`config.mk`:
```
export PLATFORM = sky130hd
export DESIGN_NAME = bct_fifo
export DESIGN_NICKNAME = d
export VERILOG_FILES = /design/src/hw/rtl/bct_fifo.sv
export SDC_FILE = /design/constraint.sdc
export NUM_CORES = 1
export LEC_CHECK = 0
export BUFFER_PORTS_ARGS = -buffer_cell sky130_fd_sc_hd__buf_2
export CAP_MARGIN = 0
export CELL_PAD_IN_SITES_DETAIL_PLACEMENT = 0
export CELL_PAD_IN_SITES_GLOBAL_PLACEMENT = 2
export CORE_ASPECT_RATIO = 2
export CORE_MARGIN = 4
export CORE_UTILIZATION = 30
export DETAILED_ROUTE_END_ITERATION = 16
export GPL_TIMING_DRIVEN = 1
export PLACE_DENSITY_LB_ADDON = 0.3
export SYNTH_ARGS = -nofsm -noshare
export SYNTH_HDL_FRONTEND = slang
export SYNTH_SLANG_ARGS = --single-unit
export TNS_END_PERCENT = 20
```
`constraint.sdc`:
```
create_clock -name clk -period 2.3 [get_ports clk]
set_clock_uncertainty 0.2 [all_clocks]
set_input_delay 0.115 -clock clk [delete_from_list [all_inputs] [get_ports clk]]
set_output_delay 0.115 -clock clk [all_outputs]
set_load 0.02 [all_outputs]
```
`src/hw/rtl/bct_fifo.sv`:
```
// ----------------------------------------------------------------------------
// bct_fifo
// Small register FIFO with full/empty flags.
// ----------------------------------------------------------------------------
module bct_fifo #(
    parameter int Width = 8,
    parameter int Depth = 2
) (
    input  logic             clk,
    input  logic             rst_n,
    input  logic             push,
    input  logic [Width-1:0] wr_data,
    output logic             full,
    input  logic             pop,
    output logic [Width-1:0] rd_data,
    output logic             empty
);

    localparam int PW = (Depth > 1) ? $clog2(Depth) : 1;
    localparam int CW = $clog2(Depth + 1);

    logic [Width-1:0] mem_reg [Depth];
    logic [PW-1:0]    wr_ptr_reg;
    logic [PW-1:0]    rd_ptr_reg;
    logic [CW-1:0]    count_reg;
    logic             do_push;
    logic             do_pop;

    assign full    = (count_reg == CW'(Depth));
    assign empty   = (count_reg == '0);
    assign do_push = push & ~full;
    assign do_pop  = pop & ~empty;
    assign rd_data = mem_reg[rd_ptr_reg];

    always_ff @(posedge clk or negedge rst_n)
    begin
        if (!rst_n)
        begin
            wr_ptr_reg <= '0;
            rd_ptr_reg <= '0;
            count_reg  <= '0;
        end
        else
        begin
            if (do_push)
            begin
                wr_ptr_reg <= (wr_ptr_reg == PW'(Depth - 1)) ? '0 : wr_ptr_reg + 1'b1;
            end
            if (do_pop)
            begin
                rd_ptr_reg <= (rd_ptr_reg == PW'(Depth - 1)) ? '0 : rd_ptr_reg + 1'b1;
            end
            if (do_push && !do_pop)
            begin
                count_reg <= count_reg + 1'b1;
            end
            else if (do_pop && !do_push)
            begin
                count_reg <= count_reg - 1'b1;
            end
        end
    end

    always_ff @(posedge clk)
    begin
        if (do_push)
        begin
            mem_reg[wr_ptr_reg] <= wr_data;
        end
    end

endmodule

```
After elaboration in Yosys (flattened, before gate mapping)

Memory sizes are Yosys's and may differ from the RTL's.
Index checks and enable logic that the tools add are counted.

Reductions and logical operators: 6
Bitwise logic cells: 4
Add/sub/neg operators: 4
Muxes and demuxes: 6
Eq/ne operators: 1

Operators by type and width:

| operator                                                           | number |
|---|---|
| 1-bit 2-to-1 mux                                                   | 4 |
| 2-bit 2-to-1 mux                                                   | 2 |
| 1-bit adder, second input constant                                 | 2 |
| 2-bit by 1-bit adder with 2-bit output, second input constant      | 1 |
| 1-bit bitwise AND                                                  | 2 |
| 2-bit == test, second input constant                               | 1 |
| 1-bit logical AND                                                  | 2 |
| 1-bit zero test                                                    | 2 |
| 2-bit zero test                                                    | 1 |
| 1-bit inverter                                                     | 2 |
| 2-bit nonzero test                                                 | 1 |
| 2-bit by 1-bit subtractor with 2-bit output, second input constant | 1 |

Word-level logic and storage cells: 25
Input port bits: 12
Output and inout port bits: 10
Bits in registers: 4
Memories kept: 1
RAM bits: 16

Memory list:

| name    | depth | width | rd ports | clocked after Yosys merged registers in | write ports | RTL line | source |
|---|---|---|---|---|---|---|---|
| mem_reg | 2     | 8     | 1        | 0                                       | 1           | 22       | `logic [Width-1:0] mem_reg [Depth];` |

Depth between registers and ports, before layout

Word-level depth: 7
Gate-level depth with buffers: 7

Worst setup path after synthesis

OpenSTA, ideal clock, no wires.

Path kind: register to register
Start point: register count_reg[0]
End point: memory mem_reg[0][0] (enable)
Cell stages (with the launch flop): 4
Data arrival time: 1.022 ns
Clock period less this slack: 1.592 ns
Slack: 0.708 ns
Required time: 1.730 ns
Cells stage by stage: dfrtp_1 -> nand2b_1 -> nand2_2 -> nor2_1

Longest elaborated chain between the ends: 5

RTL lines:

| item                                   | RTL line | source |
|---|---|---|
| from (decl)                            | 25       | `logic [CW-1:0] count_reg;` |
| from (signal assigned)                 | 55       | `count_reg <= count_reg + 1'b1;` |
| from (signal assigned)                 | 59       | `count_reg <= count_reg - 1'b1;` |
| 2-bit == test                          | 29       | `assign full = (count_reg == CW'(Depth));` |
| 1-bit inverter                         | 31       | `assign do_push = push & ~full;` |
| 1-bit bitwise AND                      | 31       |  |
| 1-bit 2-to-1 mux                       | 66       | `if (do_push)` |
| 1-bit 2-to-1 mux (not written as such) | 68       | `mem_reg[wr_ptr_reg] <= wr_data;` |
| to (decl)                              | 22       |  |

No other way between the ends.

Worst setup path in the final report

Start point: register rd_ptr_reg
End point: output rd_data[2]

Longest elaborated chain between the ends: 1

RTL lines:

| item                   | RTL line | source |
|---|---|---|
| from (decl)            | 24       | `logic [PW-1:0] rd_ptr_reg;` |
| from (signal assigned) | 51       | `rd_ptr_reg <= (rd_ptr_reg == PW'(Depth - 1)) ? '0 : rd_ptr_reg + 1'b1;` |
| memory read 2 x 8 bit  | -        |  |
| to (decl)              | 15       | `output logic [Width-1:0] rd_data,` |

No other way between the ends.

==> flow_summary.toml <==
[critical_path]
critPathCaptureType = "output port"
crit_slowest_cell = "dfrtp_1"
critPathArrivalTime_ps = 1380
worstPathRequired_ps = 1990
startpoint_type = "flop"
crit_path_max_incr_delay_ps = 600
r2r_setup_slack_ps = 620
path_max_fanout = 9
crit_chain = "mux2_2 -> buf_2"
path_class = "reg -> out"

[yosys]
ys_warn_count = 0
synth_seq_cells = 20
syn_area_per_cell_um2 = 17.8
synth_top_family_by_area = "multiplexers"
synth_fa_ha_area_frac = 0.0160
yosysUniqueCellTypes = 15
synth_xor_area_frac = 0.0656
synth-simple-area-share = 0.0384
syn_nets = 57
syn_inst = 44
synth-compound-area-share = 0.00640
synth.area.mux_share = 0.115
netlist_area_um2 = 782
ys_seq_area_frac = 0.742

[cts]
cts_made_buffers = 3
cts.clk_slew.worst_paths_ps = 60
ctsResizeCount = 0
insertion_delay_ps = 240
cts_root_buf = "clkbuf_8"
cts_buffer_depth = 2
cts.sinks = 20
cts_max_level = 1
cts_tree = "done"

[timing]
period_share = 0.736
slew_headroom = 0.723
setup_viol = 0
fin_tns_setup_ps = 0
slew_viol_final = 0
tightest_slew_ps = 415
hold_viol_final = 0
rsz0062_at_grt = "false"
max_freq_ghz = 0.591
layout_setup_ws_ps = 607
period_minus_slack_ps = 1690

[finish]
mostFrequentLayoutCell = "buf_2"
antenna_cells = 0
nFillCells = 263
largest_register_ffs = 16
final_cell_mix = "buf_2, edfxtp_1, dlygate4sd3_1"
fin_nets = 95
stdcell_count = 108
layout-drive-gt1-share = 0.363
syn2layout_area_growth_pct = 38.9

[global_route]
grt_pass1_vias = 481
grt_max_degree = 11
grt_pass1_wl_mm = 2.04
grt_usage = 0.0808
antenna_found_initial = 0
grt-ovfl-total = 0

[route]
drcViolationCount = 0
first_pass_iters = 3
wl_per_cell_um = 11.6
ant_nets = 0
drtIter0Drc = 3
finalWirelength_mm = 1.26
viasPerCell = 4.29
vias = 463

[floorplan]
core_mm2 = 0.00254
io_pins = 22
die_h_um = 80.2
dieArea_mm2 = 0.00354
rows = 26
start_util = 0.308
die_w_um = 44.1

[power]
ir_drop_mv = 0.485
powerDensity_mw_per_mm2 = 1150
p_leak_nw = 0.451

[place]
place_inst = 93
preCtsSetupSlack_ps = 623
io_buffers = 21
gp_congestion = 0.609

[min_path]
worstHoldPathType = "reg -> reg"

[job]
drv_cap = 0

[run_status]
status = "finished clean"
cell usage after synthesis (all sizes together):
library cell  instances  area, um^2
edfxtp               16         480
mux2                  8        90.1
dfrtp                 4         100
nor2                  3        11.3
xnor2                 3        33.8
inv                   2        7.51
xor2                  2        17.5
and3                  1        6.26
buf                   1        5.00
ha                    1        12.5
nand2                 1        6.26
nand2b                1        6.26
o21ai                 1        5.00
routing by layer:
layer	up-vias	track usage	routed length, um
met5	-	0	0
met4	0	0.0634	20
met3	2	0.0135	60
met2	12	0.136	700
met1	221	0.0843	473
li1	228	-	-
through the flow:
stage / area [um^2] / total power [mW] / hold WS (ps) / util
2_1_floorplan: 782 / 0.901 / -381 / -
3_3_place_gp: 925 / 1.04 / -270 / 0.364
3_5_place_dp: 925 / 1.04 / -273 / 0.364
4_1_cts: 1090 / 1.28 / 335 / 0.428
5_1_grt: 1090 / 1.33 / 352 / 0.428
6_report: 1090 / 1.25 / 326 / 0.428
cell families (layout without fill, tap and decap cells):
group,count (synthesis),after routing
flops,20,20
mux,8,8
simple gates,6,6
xor+xnor,5,5
buf+inv,3,39
fa+ha+maj,1,1
compound gates,1,1
worst paths after layout:
path                              start            to  cells after the start
max reg2reg                count_reg[0]  count_reg[1]                      7
max in group asynchronous         rst_n  count_reg[0]                      3
min in group asynchronous         rst_n  count_reg[1]                      3
min reg2reg                  wr_ptr_reg    wr_ptr_reg                      1
min                          wr_ptr_reg    wr_ptr_reg                      1
max                          rd_ptr_reg    rd_data[2]                      2
power by group:
group | internal [mW] | switching [mW]
Sequential | 0.507 | 0.0808
Combinational | 0.207 | 0.244
Clock | 0.116 | 0.0938
repair_timing:
item                      in CTS  in global routing
setup buffers                  0                  0
hold buffers                  12                  0
hold endpoints to repair      22                  0
layout make-up:
class | count | area, um^2 | share of cell area
inverter | 2 | 7.51 | 0.00691
timing repair buffer | 34 | 233 | 0.214
clock buffer | 3 | 41.3 | 0.0380
multi-input combinational | 21 | 189 | 0.174
sequential | 20 | 581 | 0.535
tap | 28 | 35.0 | 0.0323
worst max-delay path: cells and delay by family (launching register included):
kind                   cells  cell delay (ps)
DFF                        1              600
muxes                      1              380
buffers and inverters      1              160
Power figures use the tool's default switching activity.
