$ cat config.mk
export PLATFORM = sky130hd
export DESIGN_NAME = bct_front
export DESIGN_NICKNAME = d
export VERILOG_FILES = /design/src/hw/rtl/bct_pkg.sv /design/src/hw/rtl/bct_front.sv
export SDC_FILE = /design/constraint.sdc
export NUM_CORES = 1
export LEC_CHECK = 0
export BUFFER_PORTS_ARGS = -buffer_cell sky130_fd_sc_hd__buf_2
export CELL_PAD_IN_SITES_DETAIL_PLACEMENT = 0
export CELL_PAD_IN_SITES_GLOBAL_PLACEMENT = 1
export CORE_MARGIN = 2
export CORE_UTILIZATION = 33
export CTS_CLUSTER_DIAMETER = 50
export DETAILED_ROUTE_END_ITERATION = 10
export PLACE_DENSITY = 0.77
export SLEW_MARGIN = 20
export SYNTH_ARGS = -nofsm -noshare
export SYNTH_HDL_FRONTEND = slang
export SYNTH_SLANG_ARGS = --single-unit
$ cat constraint.sdc
create_clock -name clk -period 2.2 [get_ports clk]
set_clock_uncertainty 0.2 [all_clocks]
set_input_delay 0.44 -clock clk [delete_from_list [all_inputs] [get_ports clk]]
set_output_delay 0.44 -clock clk [all_outputs]
set_load 0.005 [all_outputs]
$ cat src/hw/rtl/bct_pkg.sv
// ----------------------------------------------------------------------------
// bct_pkg
// Shared types and constants of the cubic B-spline curve tessellator.
// ----------------------------------------------------------------------------
package bct_pkg;

    localparam int COORD_BITS        = 16;
    localparam int MAX_STEPS_DEFAULT = 63;
    localparam int STEPS_WIDTH       = 6;
    localparam logic [STEPS_WIDTH-1:0] STEPS_RESET = 6'd10;

    // APB register file: one 32-bit register, word index in paddr[2]
    localparam int DATA_WIDTH = 32;
    localparam int ADDR_WIDTH = 3;
    localparam logic REG_STEPS = 1'b0;

    localparam int SEG_FIFO_DEPTH = 2;
    localparam int RES_FIFO_DEPTH = 2;

    typedef logic signed [COORD_BITS-1:0] coord_t;

    typedef struct packed {
        coord_t x;
        coord_t y;
        coord_t z;
    } vec3_t;

    // four control points of one segment, p0 oldest
    typedef struct packed {
        vec3_t p0;
        vec3_t p1;
        vec3_t p2;
        vec3_t p3;
    } segment_t;

    typedef struct packed {
        coord_t point_x;
        coord_t point_y;
        coord_t point_z;
        logic   end_of_curve;
    } point_in_t;

    typedef struct packed {
        coord_t curve_x;
        coord_t curve_y;
        coord_t curve_z;
        logic   segment_last;
    } curve_out_t;

    // two's complement <-> offset binary
    function automatic logic [COORD_BITS-1:0] flip_sign(input logic [COORD_BITS-1:0] v);
        return {~v[COORD_BITS-1], v[COORD_BITS-2:0]};
    endfunction

endpackage

$ cat src/hw/rtl/bct_front.sv
// ----------------------------------------------------------------------------
// bct_front
// Control point window; issues a segment once four points are held.
// ----------------------------------------------------------------------------
module bct_front (
    input  logic                clk,
    input  logic                rst_n,
    input  logic                push,
    output logic                full,
    input  bct_pkg::point_in_t  point,
    output logic                seg_push,
    output bct_pkg::segment_t   seg_data,
    input  logic                seg_full
);

    import bct_pkg::*;

    vec3_t       win_reg [3];
    logic [1:0]  held_reg;
    vec3_t       cur;
    logic        accept;

    assign full   = seg_full;
    assign accept = push & ~seg_full;
    assign cur    = '{x: point.point_x, y: point.point_y, z: point.point_z};

    assign seg_push = accept & (held_reg == 2'd3);
    assign seg_data = '{p0: win_reg[0], p1: win_reg[1], p2: win_reg[2], p3: cur};

    always_ff @(posedge clk or negedge rst_n)
    begin
        if (!rst_n)
        begin
            held_reg <= '0;
        end
        else if (accept)
        begin
            if (point.end_of_curve)
            begin
                held_reg <= '0;
            end
            else if (held_reg != 2'd3)
            begin
                held_reg <= held_reg + 1'b1;
            end
        end
    end

    // window contents only matter once held_reg reaches three
    always_ff @(posedge clk)
    begin
        if (accept)
        begin
            win_reg[0] <= win_reg[1];
            win_reg[1] <= win_reg[2];
            win_reg[2] <= cur;
        end
    end

endmodule

# After elaboration in Yosys (flattened, before gate mapping)
# Memory sizes are Yosys's and may differ from the RTL's.
# Cells that the tools add are included.
dict set report totals {
  input_bits 53
  reg_bits 2
  output_inout_bits 194
  n_memories 1
  wordCells 14
  ram_bits 144
}
# memory depth width rd rd_clocked_by_memory_dff wr line
set mem_list {}
lappend mem_list {win_reg 3 48 3 0 3 bct_front.sv:18} ;# vec3_t win_reg [3];
dict set report op_classes {
  reduce_logical 2
  bitwise 3
  addsub 1
  mux 4
  eq_ne 2
}
# operator count
set op_table {}
lappend op_table {{$mux W2} 2}
lappend op_table {{$add A2 B1 Y2 const B} 1}
lappend op_table {{$and A1 B1 Y1} 2}
lappend op_table {{$eq A2 B2 Y1 const B} 1}
lappend op_table {{$mux W1} 2}
lappend op_table {{$ne A2 B2 Y1 const B} 1}
lappend op_table {{$reduce_and A2 Y1} 1}
lappend op_table {{$reduce_bool A2 Y1} 1}
lappend op_table {{$not A1 Y1} 1}

# Logic depth before layout (Yosys ltp)
# Gate-level depths: netlist (run 1).
dict set report logic_depth {
  depth_word 4
  ltp_mapped 4
  mapped_depth_nobuf 4
}

# Worst setup path after synthesis (run 1)
# Ideal clock, no wire load.
dict set report synth_path {
  path_kind {input to output}
  startpoint {input seg_full}
  endpoint {output seg_push}
  path_buffers 0
  t_arrival_ns 1.778
  path_stages 3
  path_slack_ns -0.218
  path_cell_list {nand2b_4 > clkinv_4 > and2_2}
}
dict set report synth_via {
  elab_chain_cells 3
}
# element line
set synth_lines {}
lappend synth_lines {{from (decl)} bct_front.sv:13} ;# input logic seg_full
lappend synth_lines {{$not A1 Y1} bct_front.sv:24} ;# assign accept = push & ~seg_full;
lappend synth_lines {{$and A1 B1 Y1} bct_front.sv:24}
lappend synth_lines {{named net accept} bct_front.sv:21} ;# logic accept;
lappend synth_lines {{$and A1 B1 Y1} bct_front.sv:27} ;# assign seg_push = accept & (held_reg == 2'd3);
lappend synth_lines {{to (decl)} bct_front.sv:11} ;# output logic seg_push,
# The timed path passes the listed nets, and every way through them passes these cells.

# Final worst setup path (run 1)
dict set report layout_path {
  startpoint {register held_reg[0]}
  endpoint {output seg_push}
}
dict set report layout_via {
  elab_chain_cells 2
}
# element line
set layout_lines {}
lappend layout_lines {{from (decl)} bct_front.sv:19} ;# logic [1:0] held_reg;
lappend layout_lines {{from (signal assigned)} bct_front.sv:44} ;# held_reg <= held_reg + 1'b1;
lappend layout_lines {{$eq A2 B2 Y1} bct_front.sv:27}
lappend layout_lines {{$and A1 B1 Y1} bct_front.sv:27}
# No other way between the ends.

==> impl_metrics.csv, run 1 <==
group,metric,value,unit
clock_tree,cts.sinks,146,
cells_and_area,nets,493,
setup_path,r2r-start,"held_reg[0]",
clock_tree,cts_tree,"done",
detailed_routing,dr.pass1.iters,4,
detailed_routing,vias,2640,
die,floorplan.initialDensity,33.5,%
placement,place_hpwl,6630,um
setup_path,path_max_fanout,4,
clock_tree,root_buffer,"clkbuf_16",
setup_path,worst_ep_required_time,1.56,ns
cells_and_area,final_area,6640,sq um
yosys,synth_nets,259,
yosys,seq_area_frac_synth,90.5,%
placement,gp_congestion,0.810,
clock_tree,post_cts_resized,0,
power_and_ir_drop,power.leakage,2.72,nW
yosys,yosys_warnings,0,
worst_hold_path,holdPathEnd,"win_reg[0][97]",
setup_path,critical_path_depth,3,
setup_path,critical_path.reg2reg.endpoint,"held_reg[1]",
sta,worst_pin_slew,0.357,ns
sta,max_clock_freq,500,MHz
die,io_pins,247,
cells_and_area,drive_gt1_share,61.5,%
grt,grt_use_total,12.0,%
worst_hold_path,min_path_type,"input port to flip-flop",
grt,antenna_found_initial,0,
sta,final-hold-violation-count,0,
clock_tree,insertion_delay,0.40,ns
sta,finalSetupTns,0,ns
clock_tree,cts_made_buffers,17,
yosys,synthDistinctLibCells,12,
sta,timing.final.crit_share,91.0,%
grt,grt_pass1_vias,2658,
grt,gr-total-overflow,0,
yosys,synth.avg_cell_area,23.6,sq um
yosys,synth_seq_cells,146,
power_and_ir_drop,ir_worst_vdd,0.590,mV
setup_path,cp-end-kind,"primary output",
setup_path,crit_chain,"ha_1, and2_2, buf_2",
detailed_routing,vias_per_cell,4.17,
placement,detailed_place.area,5980,sq um
cells_and_area,synthToLayoutAreaGrowth,37.4,%
placement,dp_cells,588,
yosys,syn_area,4840,sq um
placement,portBuffers,246,
sta,setup_violations,0,
die,dieArea,15600,sq um
sta,finalCriticalPeriod,2.00,ns
power_and_ir_drop,powerDensity,919,nW/um^2
flow_run,cap_violations,0,
yosys,syn_inst,205,
sta,setup_ws,0.199,ns
sta,slew_violations,0,
setup_path,reg2reg_depth,4,
placement,dp_slack,0.315,ns
cells_and_area,largest_register_ffs,144,
die,rows,44,
setup_path,cpPeakStageDelay,0.40,ns
cells_and_area,instances_no_fill,633,
status,status,"finished, final reports clean",
detailed_routing,detail-route-antenna-nets,0,
setup_path,cp.arrival,1.36,ns
worst_hold_path,hold_path_depth,1,
grt,grt_max_degree,62,
worst_hold_path,min_from,"point[2]",
die,die_x,125,um
setup_path,crit_type,"flip-flop to primary output",
setup_path,cp.buffers_inverters,1,
setup_path,cp-start-kind,"flip-flop",
sta,rsz0062_at_grt,"false",
die,die-height,125,um
clock_tree,hold_buffers,12,
setup_path,path_delay_family,"flip-flops",
clock_tree,htreeDepth,4,
clock_tree,postCtsSetupBuffers,0,
detailed_routing,drt_iter0_drc,105,
clock_tree,cts.reportedPaths.clkPinSlew,0.06,ns
detailed_routing,routedWlPerCell,15.1,um
setup_path,cpMaxStageDelayCell,"dfrtp_1",
cells_and_area,nFillCells,1271,
setup_path,r2r_setup_slack,0.82,ns
sta,slew_headroom,76.2,%
grt,grt_first_pass_wirelength,14100,um
detailed_routing,drt_wl_total,9580,um
die,coreArea,14400,sq um
clock_tree,clockBufferDepth,2,
sta,whs,0.0255,ns
detailed_routing,post-route-drc-count,0,
cells_and_area,antenna_cells,0,
-- stage by stage --
| stage | power (mW) | utilization [%] |
|---|---|---|
| 2_1_floorplan | 3.46 | - |
| 3_3_place_gp | 3.63 | 41.4 |
| 3_5_place_dp | 3.65 | 41.4 |
| 4_1_cts | 6.18 | 45.8 |
| 5_1_grt | 6.35 | 46.1 |
| 6_report | 6.10 | 46.1 |
-- cells in the final DEF, fill, tap and decap left out --
master	Yosys	layout
o31ai_2	1	1
and2_2	1	1
clkinvlp_4	0	2
buf_2	0	246
clkinv_2	0	2
clkinv_1	0	3
nand2_2	1	1
clkinv_8	0	1
o41ai_2	1	1
buf_12	0	2
nand2b_4	1	1
o21ai_1	2	2
dfrtp_1	2	2
nor2b_1	1	1
clkbuf_16	0	17
dlygate4sd3_1	0	16
clkbuf_1	0	4
bufinv_16	0	1
ha_1	1	1
edfxtp_1	144	144
-- layer usage --
| layer | routed length, um | global-route usage, % |
|---|---|---|
| met1 | 3830 | 13.9 |
| met2 | 4760 | 19.1 |
| met3 | 848 | 5.31 |
| met4 | 142 | 5.56 |
| met5 | 0 | 0 |
-- cell type report --
cell class / count / area, sq um / area share, %
timing repair buffer: 264 / 1430 / 21.5
clock inverter: 8 / 66.3 / 0.998
multi-input combinational: 9 / 85.1 / 1.28
tap: 184 / 230 / 3.47
inverter: 1 / 16.3 / 0.245
clock buffer: 21 / 440 / 6.63
sequential: 146 / 4370 / 65.8
-- worst max path at each step --
stage           startpoint       end
3_5_place_dp      seg_full  seg_push
3_3_place_gp      seg_full  seg_push
2_1_floorplan     seg_full  seg_push
5_1_grt        held_reg[0]  seg_push
6_report       held_reg[0]  seg_push
4_1_cts        held_reg[0]  seg_push
-- worst reg2reg max path, cell delays in order (launching register included) --
cell and delay, ns:
dfrtp_1 0.40, ha_1 0.26, nor2b_1 0.16, o21ai_1 0.15
o31ai_2 0.09
-- synthesized netlist by cell type (all sizes together) --
| cell type | number | area share [%] |
|---|---|---|
| nor2b | 1 | 0.13 |
| edfxtp | 144 | 89 |
| o41ai | 1 | 0.34 |
| nand2b | 1 | 0.28 |
| and2 | 1 | 0.16 |
| o31ai | 1 | 0.26 |
| nand2 | 1 | 0.13 |
| o21ai | 2 | 0.21 |
| clkinv | 1 | 0.18 |
| ha | 1 | 0.26 |
| buf | 49 | 7.6 |
| dfrtp | 2 | 1.0 |
-- logic make-up after synthesis --
| kind of cell | Yosys count | share of synthesized area (%) |
|---|---|---|
| AOI/OAI and AO/OA | 4 | 0.802 |
| and+or+nand+nor | 4 | 0.699 |
| DFF | 146 | 90.5 |
| buffers and inverters | 50 | 7.79 |
| adders and majority gates | 1 | 0.259 |
-- power breakdown --
part | internal (mW) | leakage, nW | switching (mW) | total [mW]
Sequential | 3.21 | 1.38 | 0.0557 | 3.26
Combinational | 0.172 | 1.10 | 0.174 | 0.346
Clock | 1.52 | 0.241 | 0.980 | 2.50
Note: power is estimated with default switching activity, not from simulation.
==> inputs of run 2 (changes only) <==
- GPL_TIMING_DRIVEN: default -> 0
- SKIP_CTS_REPAIR_TIMING: default -> 1
==> impl_metrics.csv, run 2 (same netlist as run 1, synthesis figures left out) <==
group,metric,value,unit
setup_path,crit_chain,"ha_1, and2_2, buf_2",
grt,grt_pass1_vias,2655,
sta,finalCriticalPeriod,2.01,ns
cells_and_area,final_cell_mix,"buf_2 (246), edfxtp_1 (144), buf_4 (49)",
cells_and_area,largest_register_ffs,144,
cells_and_area,nets,531,
setup_path,cp.buffers_inverters,1,
cells_and_area,final_common_cell,"buf_2",
cells_and_area,synthToLayoutAreaGrowth,44.9,%
clock_tree,root_buffer,"clkbuf_16",
setup_path,path_delay_family,"flip-flops",
detailed_routing,vias,2739,
sta,rsz0062_at_grt,"false",
cells_and_area,drive_gt1_share,68.0,%
grt,grt_first_pass_wirelength,14200,um
die,floorplan.initialDensity,33.5,%
grt,grt_use_total,11.9,%
clock_tree,clockBufferDepth,2,
sta,setup_violations,0,
status,status,"finished, final reports clean",
cells_and_area,antenna_cells,0,
placement,place_hpwl,6640,um
die,coreArea,14400,sq um
sta,timing.final.crit_share,91.4,%
detailed_routing,vias_per_cell,4.06,
setup_path,path_max_fanout,4,
setup_path,crit_type,"flip-flop to primary output",
clock_tree,cts.sinks,146,
power_and_ir_drop,powerDensity,944,nW/um^2
die,dieArea,15600,sq um
sta,slew_violations,0,
flow_run,cap_violations,0,
sta,whs,0.0185,ns
detailed_routing,dr.pass1.iters,4,
detailed_routing,detail-route-antenna-nets,0,
clock_tree,cts.reportedPaths.clkPinSlew,0.06,ns
sta,worst_pin_slew,0.497,ns
detailed_routing,drt_wl_total,9610,um
detailed_routing,drt_iter0_drc,88,
cells_and_area,postLayoutCoreUtil,48.6,%
placement,gp_congestion,0.784,
worst_hold_path,min_path_type,"input port to flip-flop",
setup_path,cp-start-kind,"flip-flop",
sta,slew_headroom,66.9,%
clock_tree,htreeDepth,4,
die,io_pins,247,
setup_path,cp-end-kind,"primary output",
sta,max_clock_freq,497,MHz
grt,antenna_found_initial,0,
sta,final-hold-violation-count,0,
grt,gr-total-overflow,0,
die,die-height,125,um
clock_tree,cts_made_buffers,17,
setup_path,cp.arrival,1.37,ns
setup_path,cpMaxStageDelayCell,"dfrtp_1",
power_and_ir_drop,ir_worst_vdd,0.445,mV
clock_tree,insertion_delay,0.41,ns
setup_path,worst_ep_required_time,1.56,ns
clock_tree,cts_tree,"done",
placement,portBuffers,246,
detailed_routing,routedWlPerCell,14.3,um
power_and_ir_drop,power.leakage,2.96,nW
detailed_routing,post-route-drc-count,0,
die,rows,44,
setup_path,cpPeakStageDelay,0.40,ns
die,die_x,125,um
grt,grt_max_degree,147,
## run 2: final timing paths
check                                  end  cells past startpoint  slack [ns]            start
max in group asynchronous      held_reg[1]                      2        1.56            rst_n
min in group asynchronous      held_reg[0]                      2        0.14            rst_n
setup reg to reg               held_reg[0]                      4        0.82      held_reg[0]
hold reg to reg             win_reg[0][85]                      0        0.24  win_reg[0][133]
setup / recovery                  seg_push                      3        0.19      held_reg[0]
hold / removal             win_reg[0][101]                      1        0.02         point[6]
## run 2: metrics by stage
stage          TNS (ns)  instances  instance area [sq um]  total power, mW  worst slack [ns]
3_5_place_dp     -0.247        635                   6300             3.70            -0.247
2_1_floorplan         0        205                   4840             3.46             0.180
4_1_cts          -0.243        667                   6920             6.70            -0.243
3_3_place_gp     -0.220        635                   6300             3.69            -0.220
5_1_grt               0        674                   7010             6.87             0.104
6_report              0        674                   7010             6.62             0.189
## run 2: area by class of cell
class / instances / area (sq um)
sequential: 146 / 4370
multi-input combinational: 9 / 85.1
inverter: 1 / 30.0
tap: 184 / 230
fill: 1239 / 7420
clock inverter: 14 / 186
timing repair inverter: 1 / 11.3
buffer: 49 / 368
timing repair buffer: 252 / 1290
clock buffer: 18 / 429
## run 2: power by group
group / switching, mW / leakage (nW) / internal (mW)
clock: 1.08 / 0.300 / 1.89
combinational: 0.185 / 1.29 / 0.207
sequential: 0.0523 / 1.38 / 3.20
## run 2: metal layers
layer  track usage (%)  share of wire, %
met1              13.8                40
met3              6.20               9.8
met4              5.10               1.4
met2              18.5                48
met5                 0                 0
## run 2: worst reg2reg max path: stages, from the launching register on
cell     delay, ns
dfrtp_1       0.40
ha_1          0.26
nor2b_1       0.16
o21ai_1       0.15
o41ai_2       0.09
